$ cat src/hdl/sprg_pkg.sv
// Shared types and constants for the stepper pulse ramp generator.
// Used by the channel interfaces and the top level; no dependencies.

package sprg_pkg;

    // Payload widths
    localparam int unsigned ACTION_W = 2;
    localparam int unsigned NOW_W    = 32;
    localparam int unsigned DELAY_W  = 16;
    localparam int unsigned MODE_W   = 3;
    localparam int unsigned COUNT_W  = 16;
    localparam int unsigned STEPS_W  = 17;

    // Configuration port
    localparam int unsigned APB_DATA_W = 32;
    localparam int unsigned APB_ADDR_W = 5;
    localparam int unsigned REG_IDX_W  = 3;

    // Item actions
    typedef enum logic [ACTION_W-1:0] {
        ACT_START     = 2'd0,
        ACT_DEST_TICK = 2'd1,
        ACT_FREE_TICK = 2'd2
    } t_action;

    // Register indexes (byte address = 4 * index)
    typedef enum logic [REG_IDX_W-1:0] {
        REG_STEP_COUNT      = 3'd0,
        REG_REQUESTED_DELAY = 3'd1,
        REG_MIN_DELAY       = 3'd2,
        REG_MOVE_DIRECTION  = 3'd3,
        REG_MICROSTEP_LOG2  = 3'd4,
        REG_ENABLE_LEVEL    = 3'd5
    } t_reg_idx;

    // Delay constants in ms, plus the ramp margin and the largest microstep mode
    localparam logic [DELAY_W-1:0] START_DELAY_MS = 16'd3000;
    localparam logic [DELAY_W-1:0] RESET_DELAY_MS = 16'd2000;
    localparam logic [DELAY_W-1:0] RESET_TARGET_MS = 16'd800;
    localparam logic [DELAY_W-1:0] RAMP_DEST_MS   = 16'd100;
    localparam logic [DELAY_W-1:0] RAMP_FREE_MS   = 16'd50;
    localparam logic [DELAY_W:0]   RAMP_MARGIN    = 17'd2;
    localparam logic [MODE_W-1:0]  MODE_MAX       = 3'd5;

    // Configuration register reset values
    localparam logic [DELAY_W-1:0] RST_REQ_DELAY = 16'd800;
    localparam logic [DELAY_W-1:0] RST_MIN_DELAY = 16'd1;

endpackage

$ cat src/hdl/sprg_if.sv
// Valid/ready channel interfaces for the stepper pulse ramp generator.
// Depends on sprg_pkg for the payload widths.

interface sprg_cmd_if;
    logic                              valid;
    logic                              ready;
    logic [sprg_pkg::ACTION_W-1:0]     action;
    logic [sprg_pkg::NOW_W-1:0]        now_ms;
    logic [sprg_pkg::DELAY_W-1:0]      free_delay;
    logic                              free_direction;

    modport source (output valid, action, now_ms, free_delay, free_direction,
                    input ready);
    modport sink   (input valid, action, now_ms, free_delay, free_direction,
                    output ready);
endinterface

interface sprg_res_if;
    logic                              valid;
    logic                              ready;
    logic                              step_level;
    logic                              dir_level;
    logic [sprg_pkg::MODE_W-1:0]       mode_pins;
    logic                              enable_pin;
    logic [sprg_pkg::STEPS_W-1:0]      steps_left;
    logic [sprg_pkg::DELAY_W-1:0]      step_delay;

    modport source (output valid, step_level, dir_level, mode_pins, enable_pin,
                    steps_left, step_delay, input ready);
    modport sink   (input valid, step_level, dir_level, mode_pins, enable_pin,
                    steps_left, step_delay, output ready);
endinterface

$ cat src/hdl/stepper_pulse_ramp_generator_unit.sv
// Top level of the stepper pulse ramp generator: APB registers, ramp and
// toggle logic, result register. Depends on sprg_pkg and sprg_if.sv.
//
// Each command transaction (start, destination tick or free-move tick) is
// computed combinationally: the ramp compare, the toggle-due compare and the
// state update sit between the command port and the result register, so a
// new command is taken every cycle while the result side keeps up, and one
// stalled result is held in the result register. The result shows the STEP,
// DIR, mode and enable pin levels, remaining half-period toggles and the
// working delay after that command. Time stamps wrap modulo 2^TIME_BITS.
// Configuration registers sit at byte address 4*index and must only be
// written while no command is in flight.

module stepper_pulse_ramp_generator_unit #(
    parameter int unsigned TIME_BITS = 32
) (
    input  logic                               i_clk,
    input  logic                               i_rst_n,
    // APB configuration port
    input  logic                               psel,
    input  logic                               penable,
    input  logic                               pwrite,
    input  logic [sprg_pkg::APB_ADDR_W-1:0]    paddr,
    input  logic [sprg_pkg::APB_DATA_W-1:0]    pwdata,
    output logic [sprg_pkg::APB_DATA_W-1:0]    prdata,
    output logic                               pready,
    // Channels
    sprg_cmd_if.sink                           i_cmd,
    sprg_res_if.source                         o_res
);

    localparam int unsigned DW = sprg_pkg::DELAY_W;

    // Configuration registers
    logic [sprg_pkg::COUNT_W-1:0] r_step_count;
    logic [DW-1:0]                r_req_delay;
    logic [DW-1:0]                r_min_delay;
    logic                         r_move_dir;
    logic [sprg_pkg::MODE_W-1:0]  r_ustep_log2;
    logic                         r_enable_level;

    // Motion state
    logic [DW-1:0]                r_work_delay,   n_work_delay;
    logic [DW-1:0]                r_target_delay, n_target_delay;
    logic [sprg_pkg::STEPS_W-1:0] r_remaining,    n_remaining;
    logic [TIME_BITS-1:0]         r_last_toggle,  n_last_toggle;
    logic [TIME_BITS-1:0]         r_last_ramp,    n_last_ramp;
    logic                         r_step_pin,     n_step_pin;
    logic                         r_dir_pin,      n_dir_pin;
    logic [sprg_pkg::MODE_W-1:0]  r_mode,         n_mode;

    // Result register
    logic                         r_res_valid;
    logic                         r_res_enable;

    logic                         cmd_accept;
    logic                         cfg_write;
    logic [sprg_pkg::REG_IDX_W-1:0] cfg_idx;
    logic [TIME_BITS-1:0]         now_t;
    logic [DW-1:0]                tick_target;
    logic [DW-1:0]                tick_period;
    logic                         ramp_on;
    logic [DW-1:0]                ramped_delay;
    logic                         toggle_due;
    logic [TIME_BITS-1:0]         ramp_elapsed;
    logic [TIME_BITS-1:0]         toggle_elapsed;

    // Handshake: result register frees up when taken
    assign i_cmd.ready = !r_res_valid || o_res.ready;
    assign cmd_accept  = i_cmd.valid && i_cmd.ready;

    // APB decode
    assign pready    = 1'b1;
    assign cfg_write = psel && penable && pwrite;
    assign cfg_idx   = paddr[sprg_pkg::APB_ADDR_W-1:2];

    always_comb begin
        unique case (cfg_idx)
            sprg_pkg::REG_STEP_COUNT:
                prdata = sprg_pkg::APB_DATA_W'(r_step_count);
            sprg_pkg::REG_REQUESTED_DELAY:
                prdata = sprg_pkg::APB_DATA_W'(r_req_delay);
            sprg_pkg::REG_MIN_DELAY:
                prdata = sprg_pkg::APB_DATA_W'(r_min_delay);
            sprg_pkg::REG_MOVE_DIRECTION:
                prdata = sprg_pkg::APB_DATA_W'(r_move_dir);
            sprg_pkg::REG_MICROSTEP_LOG2:
                prdata = sprg_pkg::APB_DATA_W'(r_ustep_log2);
            sprg_pkg::REG_ENABLE_LEVEL:
                prdata = sprg_pkg::APB_DATA_W'(r_enable_level);
            default:
                prdata = '0;
        endcase
    end

    always_ff @(posedge i_clk) begin
        if (!i_rst_n) begin
            r_step_count   <= '0;
            r_req_delay    <= sprg_pkg::RST_REQ_DELAY;
            r_min_delay    <= sprg_pkg::RST_MIN_DELAY;
            r_move_dir     <= 1'b0;
            r_ustep_log2   <= '0;
            r_enable_level <= 1'b1;
        end else if (cfg_write) begin
            unique case (cfg_idx)
                sprg_pkg::REG_STEP_COUNT:      r_step_count   <= pwdata[sprg_pkg::COUNT_W-1:0];
                sprg_pkg::REG_REQUESTED_DELAY: r_req_delay    <= pwdata[DW-1:0];
                sprg_pkg::REG_MIN_DELAY:       r_min_delay    <= pwdata[DW-1:0];
                sprg_pkg::REG_MOVE_DIRECTION:  r_move_dir     <= pwdata[0];
                sprg_pkg::REG_MICROSTEP_LOG2:  r_ustep_log2   <= pwdata[sprg_pkg::MODE_W-1:0];
                sprg_pkg::REG_ENABLE_LEVEL:    r_enable_level <= pwdata[0];
                default: ;
            endcase
        end
    end

    // Time stamp at the block's time width
    assign now_t = TIME_BITS'({32'd0, i_cmd.now_ms});

    // Ramp toward the target of the current tick kind
    assign tick_target = (i_cmd.action == sprg_pkg::ACT_DEST_TICK) ? r_target_delay
                                                                   : i_cmd.free_delay;
    assign tick_period = (i_cmd.action == sprg_pkg::ACT_DEST_TICK) ? sprg_pkg::RAMP_DEST_MS
                                                                   : sprg_pkg::RAMP_FREE_MS;
    assign ramp_on        = {1'b0, r_work_delay} > ({1'b0, tick_target} + sprg_pkg::RAMP_MARGIN);
    assign ramp_elapsed   = now_t - r_last_ramp;
    assign toggle_elapsed = now_t - r_last_toggle;

    always_comb begin
        if (!ramp_on)
            ramped_delay = tick_target;
        else if (ramp_elapsed >= TIME_BITS'(tick_period))
            ramped_delay = r_work_delay - 16'd1;
        else
            ramped_delay = r_work_delay;
    end

    assign toggle_due = toggle_elapsed >= TIME_BITS'(ramped_delay);

    // Next motion state for an accepted command
    always_comb begin
        n_work_delay   = r_work_delay;
        n_target_delay = r_target_delay;
        n_remaining    = r_remaining;
        n_last_toggle  = r_last_toggle;
        n_last_ramp    = r_last_ramp;
        n_step_pin     = r_step_pin;
        n_dir_pin      = r_dir_pin;
        n_mode         = r_mode;
        unique case (i_cmd.action) inside
            sprg_pkg::ACT_START: begin
                n_remaining    = {r_step_count, 1'b0};
                n_dir_pin      = r_move_dir;
                if (r_ustep_log2 <= sprg_pkg::MODE_MAX)
                    n_mode = r_ustep_log2;
                n_target_delay = (r_req_delay < r_min_delay) ? r_min_delay : r_req_delay;
                n_work_delay   = sprg_pkg::START_DELAY_MS;
            end
            sprg_pkg::ACT_DEST_TICK, sprg_pkg::ACT_FREE_TICK: begin
                n_work_delay = ramped_delay;
                if (ramp_on && (ramp_elapsed >= TIME_BITS'(tick_period)))
                    n_last_ramp = now_t;
                if (i_cmd.action == sprg_pkg::ACT_DEST_TICK) begin
                    if (toggle_due && (r_remaining != '0)) begin
                        n_step_pin    = !r_step_pin;
                        n_remaining   = r_remaining - 17'd1;
                        n_last_toggle = now_t;
                    end
                end else if (toggle_due) begin
                    n_step_pin    = !r_step_pin;
                    n_last_toggle = now_t;
                    n_dir_pin     = i_cmd.free_direction;
                end
            end
            default: ;
        endcase
    end

    // State and result register
    always_ff @(posedge i_clk) begin
        if (!i_rst_n) begin
            r_work_delay   <= sprg_pkg::RESET_DELAY_MS;
            r_target_delay <= sprg_pkg::RESET_TARGET_MS;
            r_remaining    <= '0;
            r_last_toggle  <= '0;
            r_last_ramp    <= '0;
            r_step_pin     <= 1'b0;
            r_dir_pin      <= 1'b0;
            r_mode         <= '0;
            r_res_valid    <= 1'b0;
        end else begin
            if (cmd_accept) begin
                r_work_delay   <= n_work_delay;
                r_target_delay <= n_target_delay;
                r_remaining    <= n_remaining;
                r_last_toggle  <= n_last_toggle;
                r_last_ramp    <= n_last_ramp;
                r_step_pin     <= n_step_pin;
                r_dir_pin      <= n_dir_pin;
                r_mode         <= n_mode;
                r_res_valid    <= 1'b1;
            end else if (o_res.ready) begin
                r_res_valid    <= 1'b0;
            end
        end
    end

    // Enable level captured with the transaction
    always_ff @(posedge i_clk) begin
        if (cmd_accept)
            r_res_enable <= r_enable_level;
    end

    assign o_res.valid      = r_res_valid;
    assign o_res.step_level = r_step_pin;
    assign o_res.dir_level  = r_dir_pin;
    assign o_res.mode_pins  = r_mode;
    assign o_res.enable_pin = r_res_enable;
    assign o_res.steps_left = r_remaining;
    assign o_res.step_delay = r_work_delay;

endmodule
$ cat src/flat_wrapper.sv
// flat-port wrapper written by rule: the top's interface ports become plain ports
module stepper_pulse_ramp_generator_unit_flat 
#(
    parameter int unsigned TIME_BITS = 32
)
  (i_clk, i_rst_n, psel, penable, pwrite, paddr, pwdata, prdata, pready, i_cmd_valid, i_cmd_action, i_cmd_now_ms, i_cmd_free_delay, i_cmd_free_direction, i_cmd_ready, o_res_valid, o_res_step_level, o_res_dir_level, o_res_mode_pins, o_res_enable_pin, o_res_steps_left, o_res_step_delay, o_res_ready);
  sprg_cmd_if i_cmd_i ();
  sprg_res_if o_res_i ();
  input  logic i_clk;
  input  logic i_rst_n;
  input  logic psel;
  input  logic penable;
  input  logic pwrite;
  input  logic [sprg_pkg::APB_ADDR_W-1:0] paddr;
  input  logic [sprg_pkg::APB_DATA_W-1:0] pwdata;
  output logic [sprg_pkg::APB_DATA_W-1:0] prdata;
  output logic pready;
  input wire logic [$bits(i_cmd_i.valid)-1:0] i_cmd_valid;
  input wire logic [$bits(i_cmd_i.action)-1:0] i_cmd_action;
  input wire logic [$bits(i_cmd_i.now_ms)-1:0] i_cmd_now_ms;
  input wire logic [$bits(i_cmd_i.free_delay)-1:0] i_cmd_free_delay;
  input wire logic [$bits(i_cmd_i.free_direction)-1:0] i_cmd_free_direction;
  output wire logic [$bits(i_cmd_i.ready)-1:0] i_cmd_ready;
  output wire logic [$bits(o_res_i.valid)-1:0] o_res_valid;
  output wire logic [$bits(o_res_i.step_level)-1:0] o_res_step_level;
  output wire logic [$bits(o_res_i.dir_level)-1:0] o_res_dir_level;
  output wire logic [$bits(o_res_i.mode_pins)-1:0] o_res_mode_pins;
  output wire logic [$bits(o_res_i.enable_pin)-1:0] o_res_enable_pin;
  output wire logic [$bits(o_res_i.steps_left)-1:0] o_res_steps_left;
  output wire logic [$bits(o_res_i.step_delay)-1:0] o_res_step_delay;
  input wire logic [$bits(o_res_i.ready)-1:0] o_res_ready;
  assign i_cmd_i.valid = i_cmd_valid;
  assign i_cmd_i.action = i_cmd_action;
  assign i_cmd_i.now_ms = i_cmd_now_ms;
  assign i_cmd_i.free_delay = i_cmd_free_delay;
  assign i_cmd_i.free_direction = i_cmd_free_direction;
  assign i_cmd_ready = i_cmd_i.ready;
  assign o_res_valid = o_res_i.valid;
  assign o_res_step_level = o_res_i.step_level;
  assign o_res_dir_level = o_res_i.dir_level;
  assign o_res_mode_pins = o_res_i.mode_pins;
  assign o_res_enable_pin = o_res_i.enable_pin;
  assign o_res_steps_left = o_res_i.steps_left;
  assign o_res_step_delay = o_res_i.step_delay;
  assign o_res_i.ready = o_res_ready;
  stepper_pulse_ramp_generator_unit #(.TIME_BITS(TIME_BITS)) u_core (.i_clk(i_clk), .i_rst_n(i_rst_n), .psel(psel), .penable(penable), .pwrite(pwrite), .paddr(paddr), .pwdata(pwdata), .prdata(prdata), .pready(pready), .i_cmd(i_cmd_i), .o_res(o_res_i));
endmodule
$ cat config.mk
export PLATFORM = sky130hd
export DESIGN_NAME = stepper_pulse_ramp_generator_unit_flat
export DESIGN_NICKNAME = d
export VERILOG_FILES = /design/src/hdl/sprg_pkg.sv /design/src/hdl/sprg_if.sv /design/src/hdl/stepper_pulse_ramp_generator_unit.sv /design/src/flat_wrapper.sv
export SDC_FILE = /design/constraint.sdc
export NUM_CORES = 1
export LEC_CHECK = 0
export ABC_AREA = 1
export BUFFER_PORTS_ARGS = -buffer_cell sky130_fd_sc_hd__buf_4
export CAP_MARGIN = 20
export CELL_PAD_IN_SITES_DETAIL_PLACEMENT = 0
export CELL_PAD_IN_SITES_GLOBAL_PLACEMENT = 2
export CORE_MARGIN = 2
export CORE_UTILIZATION = 29
export CTS_BUF_LIST = sky130_fd_sc_hd__clkbuf_4 sky130_fd_sc_hd__clkbuf_8
export DETAILED_ROUTE_END_ITERATION = 16
export GPL_TIMING_DRIVEN = 0
export HOLD_SLACK_MARGIN = 0.02
export PLACE_DENSITY = 0.77
export SLEW_MARGIN = 20
export SYNTH_ARGS = -nofsm -noshare
export SYNTH_HDL_FRONTEND = slang
export SYNTH_SLANG_ARGS = --single-unit
$ cat constraint.sdc
create_clock -name i_clk -period 4.7 [get_ports i_clk]
set_input_delay 0 -clock i_clk [delete_from_list [all_inputs] [get_ports i_clk]]
set_output_delay 0 -clock i_clk [all_outputs]
set_load 0.005 [all_outputs]
==> flow_summary.toml, run 1 <==
[status]
status = "finished with violations"
violations = "negative setup slack"

[yosys]
synth_seq_cells = 173
synth_area_leaders = "dfxtp_1 23%, nand2_1 18%, ha_1 10%, inv_1 9.2%, nor2_1 7.2%"
synth_edf_count = 1
synth_cell_types = 58
synth_area_per_cell_sq_um = 6.03
postSynthCellCount = 2485
ys_seq_area_share_pct = 23.2
ys.flop_type = "dfxtp_1"
yosysTopAreaCell = "dfxtp_1"
synth.most_common_cell = "nand2_1"
syn_area_sq_mm = 0.0150
ys_warn_count = 0
synth_top_area_share_pct = 23.0
synthArstFlopShare_pct = 0
synth_common_cells = "701 x nand2_1, 366 x inv_1, 286 x nor2_1"

[timing]
drv_slew = 0
period_share_pct = 114
worst_slack_ns = -0.676
max_slew_margin_pct = 19.0
clock.fmax_ghz = 0.186
finalCriticalPeriod_ns = 5.38
tns_ns = -30.02
fin_skew_ns = 0.0237
setup_viol = 51
final_hold_viol_count = 0
worst_hold_slack_ns = 0.0704
tightestPinTransition_ns = 1.20
grt_setup_unrepaired = "true"

[setup_path]
cp_top_family = "simple AND/OR/NAND/NOR gates"
worstSetupPathType = "reg2reg"
rrSetupSlack_ns = -0.68
critPathMaxStageDelay_ns = 0.35
rr_endpoint = "u_core.o_res.steps_left[10]"
cp.arrival_ns = 5.84
start_kind = "flip-flop"
worstSetupEndpointType = "flip-flop"
crit_fanout = 7
crit_top_cell = "nand2_1"
required_ns = 5.16
timing.critical_path.buf_inv = 5
r2r_cells = 41
worstReg2RegStart = "u_core.r_target_delay[1]"
critPathSlowestCell = "or3_1"

[clock_network]
clock-root-buffer = "clkbuf_8"
cts_tree = "done"
clock_sinks = 173
cts_max_path_buffers = 2
h-tree-depth = 4
cts_buffers = 17
clkTransAtPathRegs_ns = 0.10
worstSkewPairLatency_ns = 0.53

[min_path]
whs_path_depth = 5
holdPathEnd = "u_core.o_res.step_delay[0]"
hold_class = "in2reg"
hold_start = "i_cmd_free_delay[0]"

[global_route]
grt_pass1_wl_microns = 93300
grt_pass1_vias = 16106
antenna_found_initial = 1
gr-total-overflow = 0
grt_max_degree = 17
grt_usage_pct = 23.0

[finish]
fin_util_pct = 37.1
fin_cells = 3450
drive_gt1_share_pct = 15.3
num_antenna_cells = 0
area.growth.synth_to_final_pct = 26.8
fin_nets = 2974

[floorplan]
die_w_microns = 231
placement_rows = 83
fp.dieH_microns = 231
design.die.area_sq_mm = 0.0535
coreArea_sq_mm = 0.0512
start_util_pct = 29.3
io_pins = 169

[place]
hpwl_microns = 48700
dp_slack_ns = -1.89
gp_congestion = 0.870
port_buffers = 131
post-place-cells = 3311

[drt]
viasPerCell = 4.84
drt_wl_total_microns = 61600
vias = 16683
wire_per_inst_microns = 17.8
drtIter0Drc = 1133
final_antenna_net_count = 0
drcViolationCount = 0
drt_first_pass_iters = 6

[power_and_ir_drop]
max-vdd-ir-drop_mv = 0.166
power-per-cell-area_mw_per_mm2 = 251
p_leak_nw = 9.07

[job]
cap_viol_max_count = 0
-- state kept, by name (all words and copies together) (netlist names) --
signal and flops:
u_core.r_req_delay 16, u_core.r_step_count 16, u_core.o_res.enable_pin 1, u_core.o_res.step_delay 16, u_core.r_move_dir 1, u_core.o_res.steps_left 17, u_core.r_target_delay 16, u_core.r_last_ramp 32
u_core.o_res.step_level 1, u_core.r_enable_level 1, u_core.o_res.mode_pins 3, u_core.r_last_toggle 32, u_core.o_res.valid 1, u_core.r_min_delay 16, u_core.o_res.dir_level 1, u_core.r_ustep_log2 3
-- power breakdown --
part	internal, mW	switching (mW)	leakage [nW]
Clock	0.490	0.647	0.202
Combinational	0.784	1.25	7.46
Sequential	1.54	0.0639	1.41
Total	2.81	1.96	9.07
-- cells by family (layout without fill, tap and decap cells) --
family | count (synthesis) | after routing | synth area share [%]
flops | 173 | 173 | 23.2
other cells | 2 | 17 | 0.0501
compound gates | 424 | 424 | 15.5
fa+ha+maj | 122 | 122 | 10.3
buf+inv | 460 | 729 | 12.6
mux | 2 | 2 | 0.134
simple gates | 1251 | 1252 | 35.3
xor+xnor | 51 | 51 | 2.98
-- cells in the final DEF, fill, tap and decap left out, drive strengths merged, types with 12 or more instances in the layout --
master       count
a21oi          198
buf            213
clkbuf          62
conb            17
dfxtp          172
dlygate4sd3     66
ha             120
inv            382
nand2          715
nand3          125
nand3b          14
nand4           36
nor2           295
nor3            29
o211ai          13
o21ai          163
o221ai          13
or2             13
xnor2           12
xor2            39
-- how the worst max path moves through the flow --
stage | startpoint | to | slack [ns] | depth (start not counted)
global placement | i_cmd_action[1] | u_core.o_res.steps_left[12] | -1.81 | 46
floorplan | u_core.r_target_delay[1] | u_core.o_res.steps_left[12] | -0.05 | 41
CTS | u_core.r_target_delay[1] | u_core.o_res.steps_left[10] | -0.61 | 41
finish | u_core.r_target_delay[1] | u_core.o_res.steps_left[10] | -0.68 | 41
global route | u_core.r_target_delay[2] | u_core.o_res.steps_left[13] | -1.06 | 44
detailed placement | i_cmd_action[1] | u_core.o_res.steps_left[10] | -1.89 | 45
-- stage by stage --
stage               power (mW)  cell area [sq um]
floorplan                 2.81              15100
global placement          3.37              16900
detailed placement        3.39              16900
CTS                       4.70              18600
global route              5.12              19000
finish                    4.77              19000
-- layer usage --
metal  routed length [microns]  part of all wire [%]  vias to the layer above  GRT usage, %
li1                          -                     -                     8470             -
met1                     27800                    45                     7716          29.4
met2                     29400                    48                      409          39.6
met3                      2810                   4.6                       86          3.41
met4                      1550                   2.5                        2          6.69
met5                        11                 0.018                        -             0
-- area by class of cell --
class	instances	area, sq um
clock buffer	23	298
inverter	379	1430
buffer	80	515
timing repair buffer	238	2080
tap	680	851
multi-input combinational	1868	10300
sequential	173	3480
fill	5766	32200
clock inverter	9	98.8
-- worst reg2reg max path: cells and delay by family (launching register included) --
kind / cells / cell delay, ns
simple gates: 26 / 2.80
flops: 1 / 0.34
buf+inv: 5 / 0.60
compound gates: 6 / 0.80
fa+ha+maj: 3 / 0.67
xor+xnor: 1 / 0.13
-- timing repair --
action / in CTS / in global routing
gates resized for setup: 105 / 66
pin swaps: 42 / 32
cloned: 6 / 2
hold endpoints to repair: 129 / 0
setup endpoints to repair: 51 / 51
buffers inserted: 24 / 11
hold buffers: 66 / 0
No activity file was read; power rests on OpenSTA's default activity.
==> run 2, diff against run 1 <==
ABC_AREA = default   (was 1)
CORE_UTILIZATION = 32   (was 29)
PLACE_DENSITY = 0.78   (was 0.77)
==> run 2 against run 1 <==
Against the previous run:
- the flow still finishes with violations (negative setup slack)
- synthesized cell count down 25%
- final area down 3.8%
- synthesized area down 6.3%
- worst setup slack worse by 0.83 ns
- count of clock-buffer cells in the layout down 5
- worst hold slack worse by 0.0082 ns
- via count down 11%
- critical path type unchanged
==> flow_summary.toml, run 2 <==
[status]
status = "finished with violations"
violations = "negative setup slack"

[global_route]
gr-total-overflow = 0
grt_max_degree = 17
grt_pass1_vias = 14592
grt_pass1_wl_microns = 85000
grt_usage_pct = 24.8
antenna_found_initial = 0

[yosys]
synth_cell_types = 93
ys_seq_area_share_pct = 24.8
synthArstFlopShare_pct = 0
synth.most_common_cell = "nand2_1"
ys.flop_type = "dfxtp_1"
synth_seq_cells = 173
synth_common_cells = "232 x nand2_1, 190 x a21oi_1, 172 x dfxtp_1"
synth_top_area_share_pct = 24.5
syn_area_sq_mm = 0.0140
synth_edf_count = 1
postSynthCellCount = 1868
yosysTopAreaCell = "dfxtp_1"
synth_area_leaders = "dfxtp_1 25%, ha_1 11%, a21oi_1 6.8%, mux2i_1 6.8%, nand2_1 6.2%"
synth_area_per_cell_sq_um = 7.51
ys_warn_count = 0

[floorplan]
io_pins = 169
design.die.area_sq_mm = 0.0455
placement_rows = 76
start_util_pct = 32.5
coreArea_sq_mm = 0.0432
fp.dieH_microns = 213
die_w_microns = 213

[drt]
wire_per_inst_microns = 20.7
drcViolationCount = 0
vias = 14775
viasPerCell = 5.41
final_antenna_net_count = 0
drt_first_pass_iters = 5
drt_wl_total_microns = 56600
drtIter0Drc = 889

[finish]
final_cell_mix = "228 x nand2_1, 170 x buf_4, 170 x dfxtp_1"
num_antenna_cells = 0
fin_nets = 2350
final_common_cell = "nand2_1"
drive_gt1_share_pct = 20.0
area.growth.synth_to_final_pct = 30.2
fin_cells = 2729

[clock_network]
cts_tree = "done"
worstSkewPairLatency_ns = 0.58
clock-root-buffer = "clkbuf_8"
cts_max_path_buffers = 2
h-tree-depth = 4
clock_sinks = 173
clkTransAtPathRegs_ns = 0.11
cts_buffers = 17

[timing]
setup_viol = 51
tightestPinTransition_ns = 1.26
grt_setup_unrepaired = "true"
finalCriticalPeriod_ns = 6.21
period_share_pct = 132
max_slew_margin_pct = 16.2
drv_slew = 0
worst_slack_ns = -1.51
fin_skew_ns = 0.0317
final_hold_viol_count = 0
clock.fmax_ghz = 0.161

[setup_path]
crit_fanout = 7
critPathSlowestCell = "or4_4"
timing.critical_path.buf_inv = 3
cp.arrival_ns = 6.65
start_kind = "flip-flop"
required_ns = 5.14
crit_top_cell = "nor2_1"
worstSetupEndpointType = "flip-flop"
critPathMaxStageDelay_ns = 0.67
cp_top_family = "simple AND/OR/NAND/NOR gates"
worstSetupPathType = "reg2reg"

[power_and_ir_drop]
internal-power_mw = 2.72
pwr-share-comb_pct = 40.5
max-vdd-ir-drop_mv = 0.163
p_sw_mw = 1.85
p_leak_nw = 6.92
power-per-cell-area_mw_per_mm2 = 250
netSwitchingFraction_pct = 40.4
power.total_mw = 4.57
seq_power_share_pct = 34.8
clockPowerShare_pct = 24.6

[place]
post-place-cells = 2599
port_buffers = 131
gp_congestion = 0.906
hpwl_microns = 42300

[job]
cap_viol_max_count = 0

[min_path]
hold_class = "in2reg"
## run 2: cell types whose count changed after synthesis, moves of 24 or more
cell,previous run,this run
clkbuf_1,38,70
nand2_1,701,232
inv_1,366,113
o31ai_1,2,43
nor2_1,286,157
nand3_1,119,69
nand2b_1,0,24
mux2i_1,2,95
o21ai_1,31,7
o21ai_0,131,86
## run 2: per-layer routing
metal	global-route usage [%]	share of wire, %	vias up
met5	0	0	-
met4	9.03	3.2	0
met3	3.68	4.1	87
met2	42.1	48	372
met1	31.9	45	7085
li1	-	-	7231
## run 2: kinds of logic after synthesis
| kind of cell | Yosys count | synth area share, % |
|---|---|---|
| compound gates | 521 | 24.0 |
| flops | 173 | 24.8 |
| xor+xnor | 58 | 3.62 |
| buf+inv | 235 | 7.20 |
| mux | 104 | 7.50 |
| other cells | 2 | 0.0535 |
| simple gates | 653 | 21.9 |
| fa+ha+maj | 122 | 11.0 |
## run 2: worst register-to-register path: cells and delay by family, from the launching register on
family          cells  cell delay [ns]
compound gates      7             2.02
xor+xnor            1             0.17
fa+ha+maj           3             0.82
buf+inv             3             0.45
flops               1             0.35
mux                 1             0.18
simple gates       12             2.10
## run 2: metrics by stage
step / worst slack (ns) / hold WS [ns] / utilization (%) / instance area (sq um) / TNS [ns]
3_5_place_dp: -3.23 / 0.258 / 36.9 / 15900 / -198.47
6_report: -1.51 / 0.0622 / 42.3 / 18300 / -74.41
3_3_place_gp: -3.22 / 0.256 / 36.8 / 15900 / -195.06
2_1_floorplan: -0.730 / 0.124 / - / 14200 / -35.88
4_1_cts: -1.53 / 0.0242 / 40.9 / 17600 / -75.82
5_1_grt: -1.78 / 0.0830 / 42.3 / 18300 / -88.26
## run 2: cell type report
cell class / count / area, sq um
Multi-Input combinational cell: 1475 / 10600
Buffer: 120 / 674
Timing Repair Buffer: 233 / 2030
Sequential cell: 173 / 3480
Tap cell: 585 / 732
Clock inverter: 12 / 128
Clock buffer: 18 / 248
Fill cell: 4522 / 24900
Inverter: 113 / 424
## run 2: repair_timing
item / 4_1_cts / 5_1_grt
endpoints found under the hold margin: 133 / 0
resized for setup: 99 / 117
hold buffers: 70 / 0
setup buffers: 20 / 8
cloned: 3 / 3
pin swaps: 35 / 22
setup endpoints to repair: 83 / 84
## run 2: worst paths after layout
path / from / endpoint / slack [ns] / cells past startpoint
min: penable / u_core.r_enable_level / 0.06 / 5
max reg2reg: u_core.r_last_ramp[0] / u_core.o_res.steps_left[0] / -1.51 / 27
max: u_core.r_last_ramp[0] / u_core.o_res.steps_left[0] / -1.51 / 27
min reg2reg: u_core.r_last_toggle[23] / u_core.r_last_toggle[23] / 0.48 / 2
## run 2: power by group through the flow
stage	clock, mW	sequential, mW	combinational (mW)
after floorplan	0	1.60	1.03
after global placement	0	1.62	1.52
after detailed placement	0	1.62	1.52
after CTS	1.16	1.59	1.73
after global routing	1.22	1.60	2.02
final	1.12	1.59	1.85
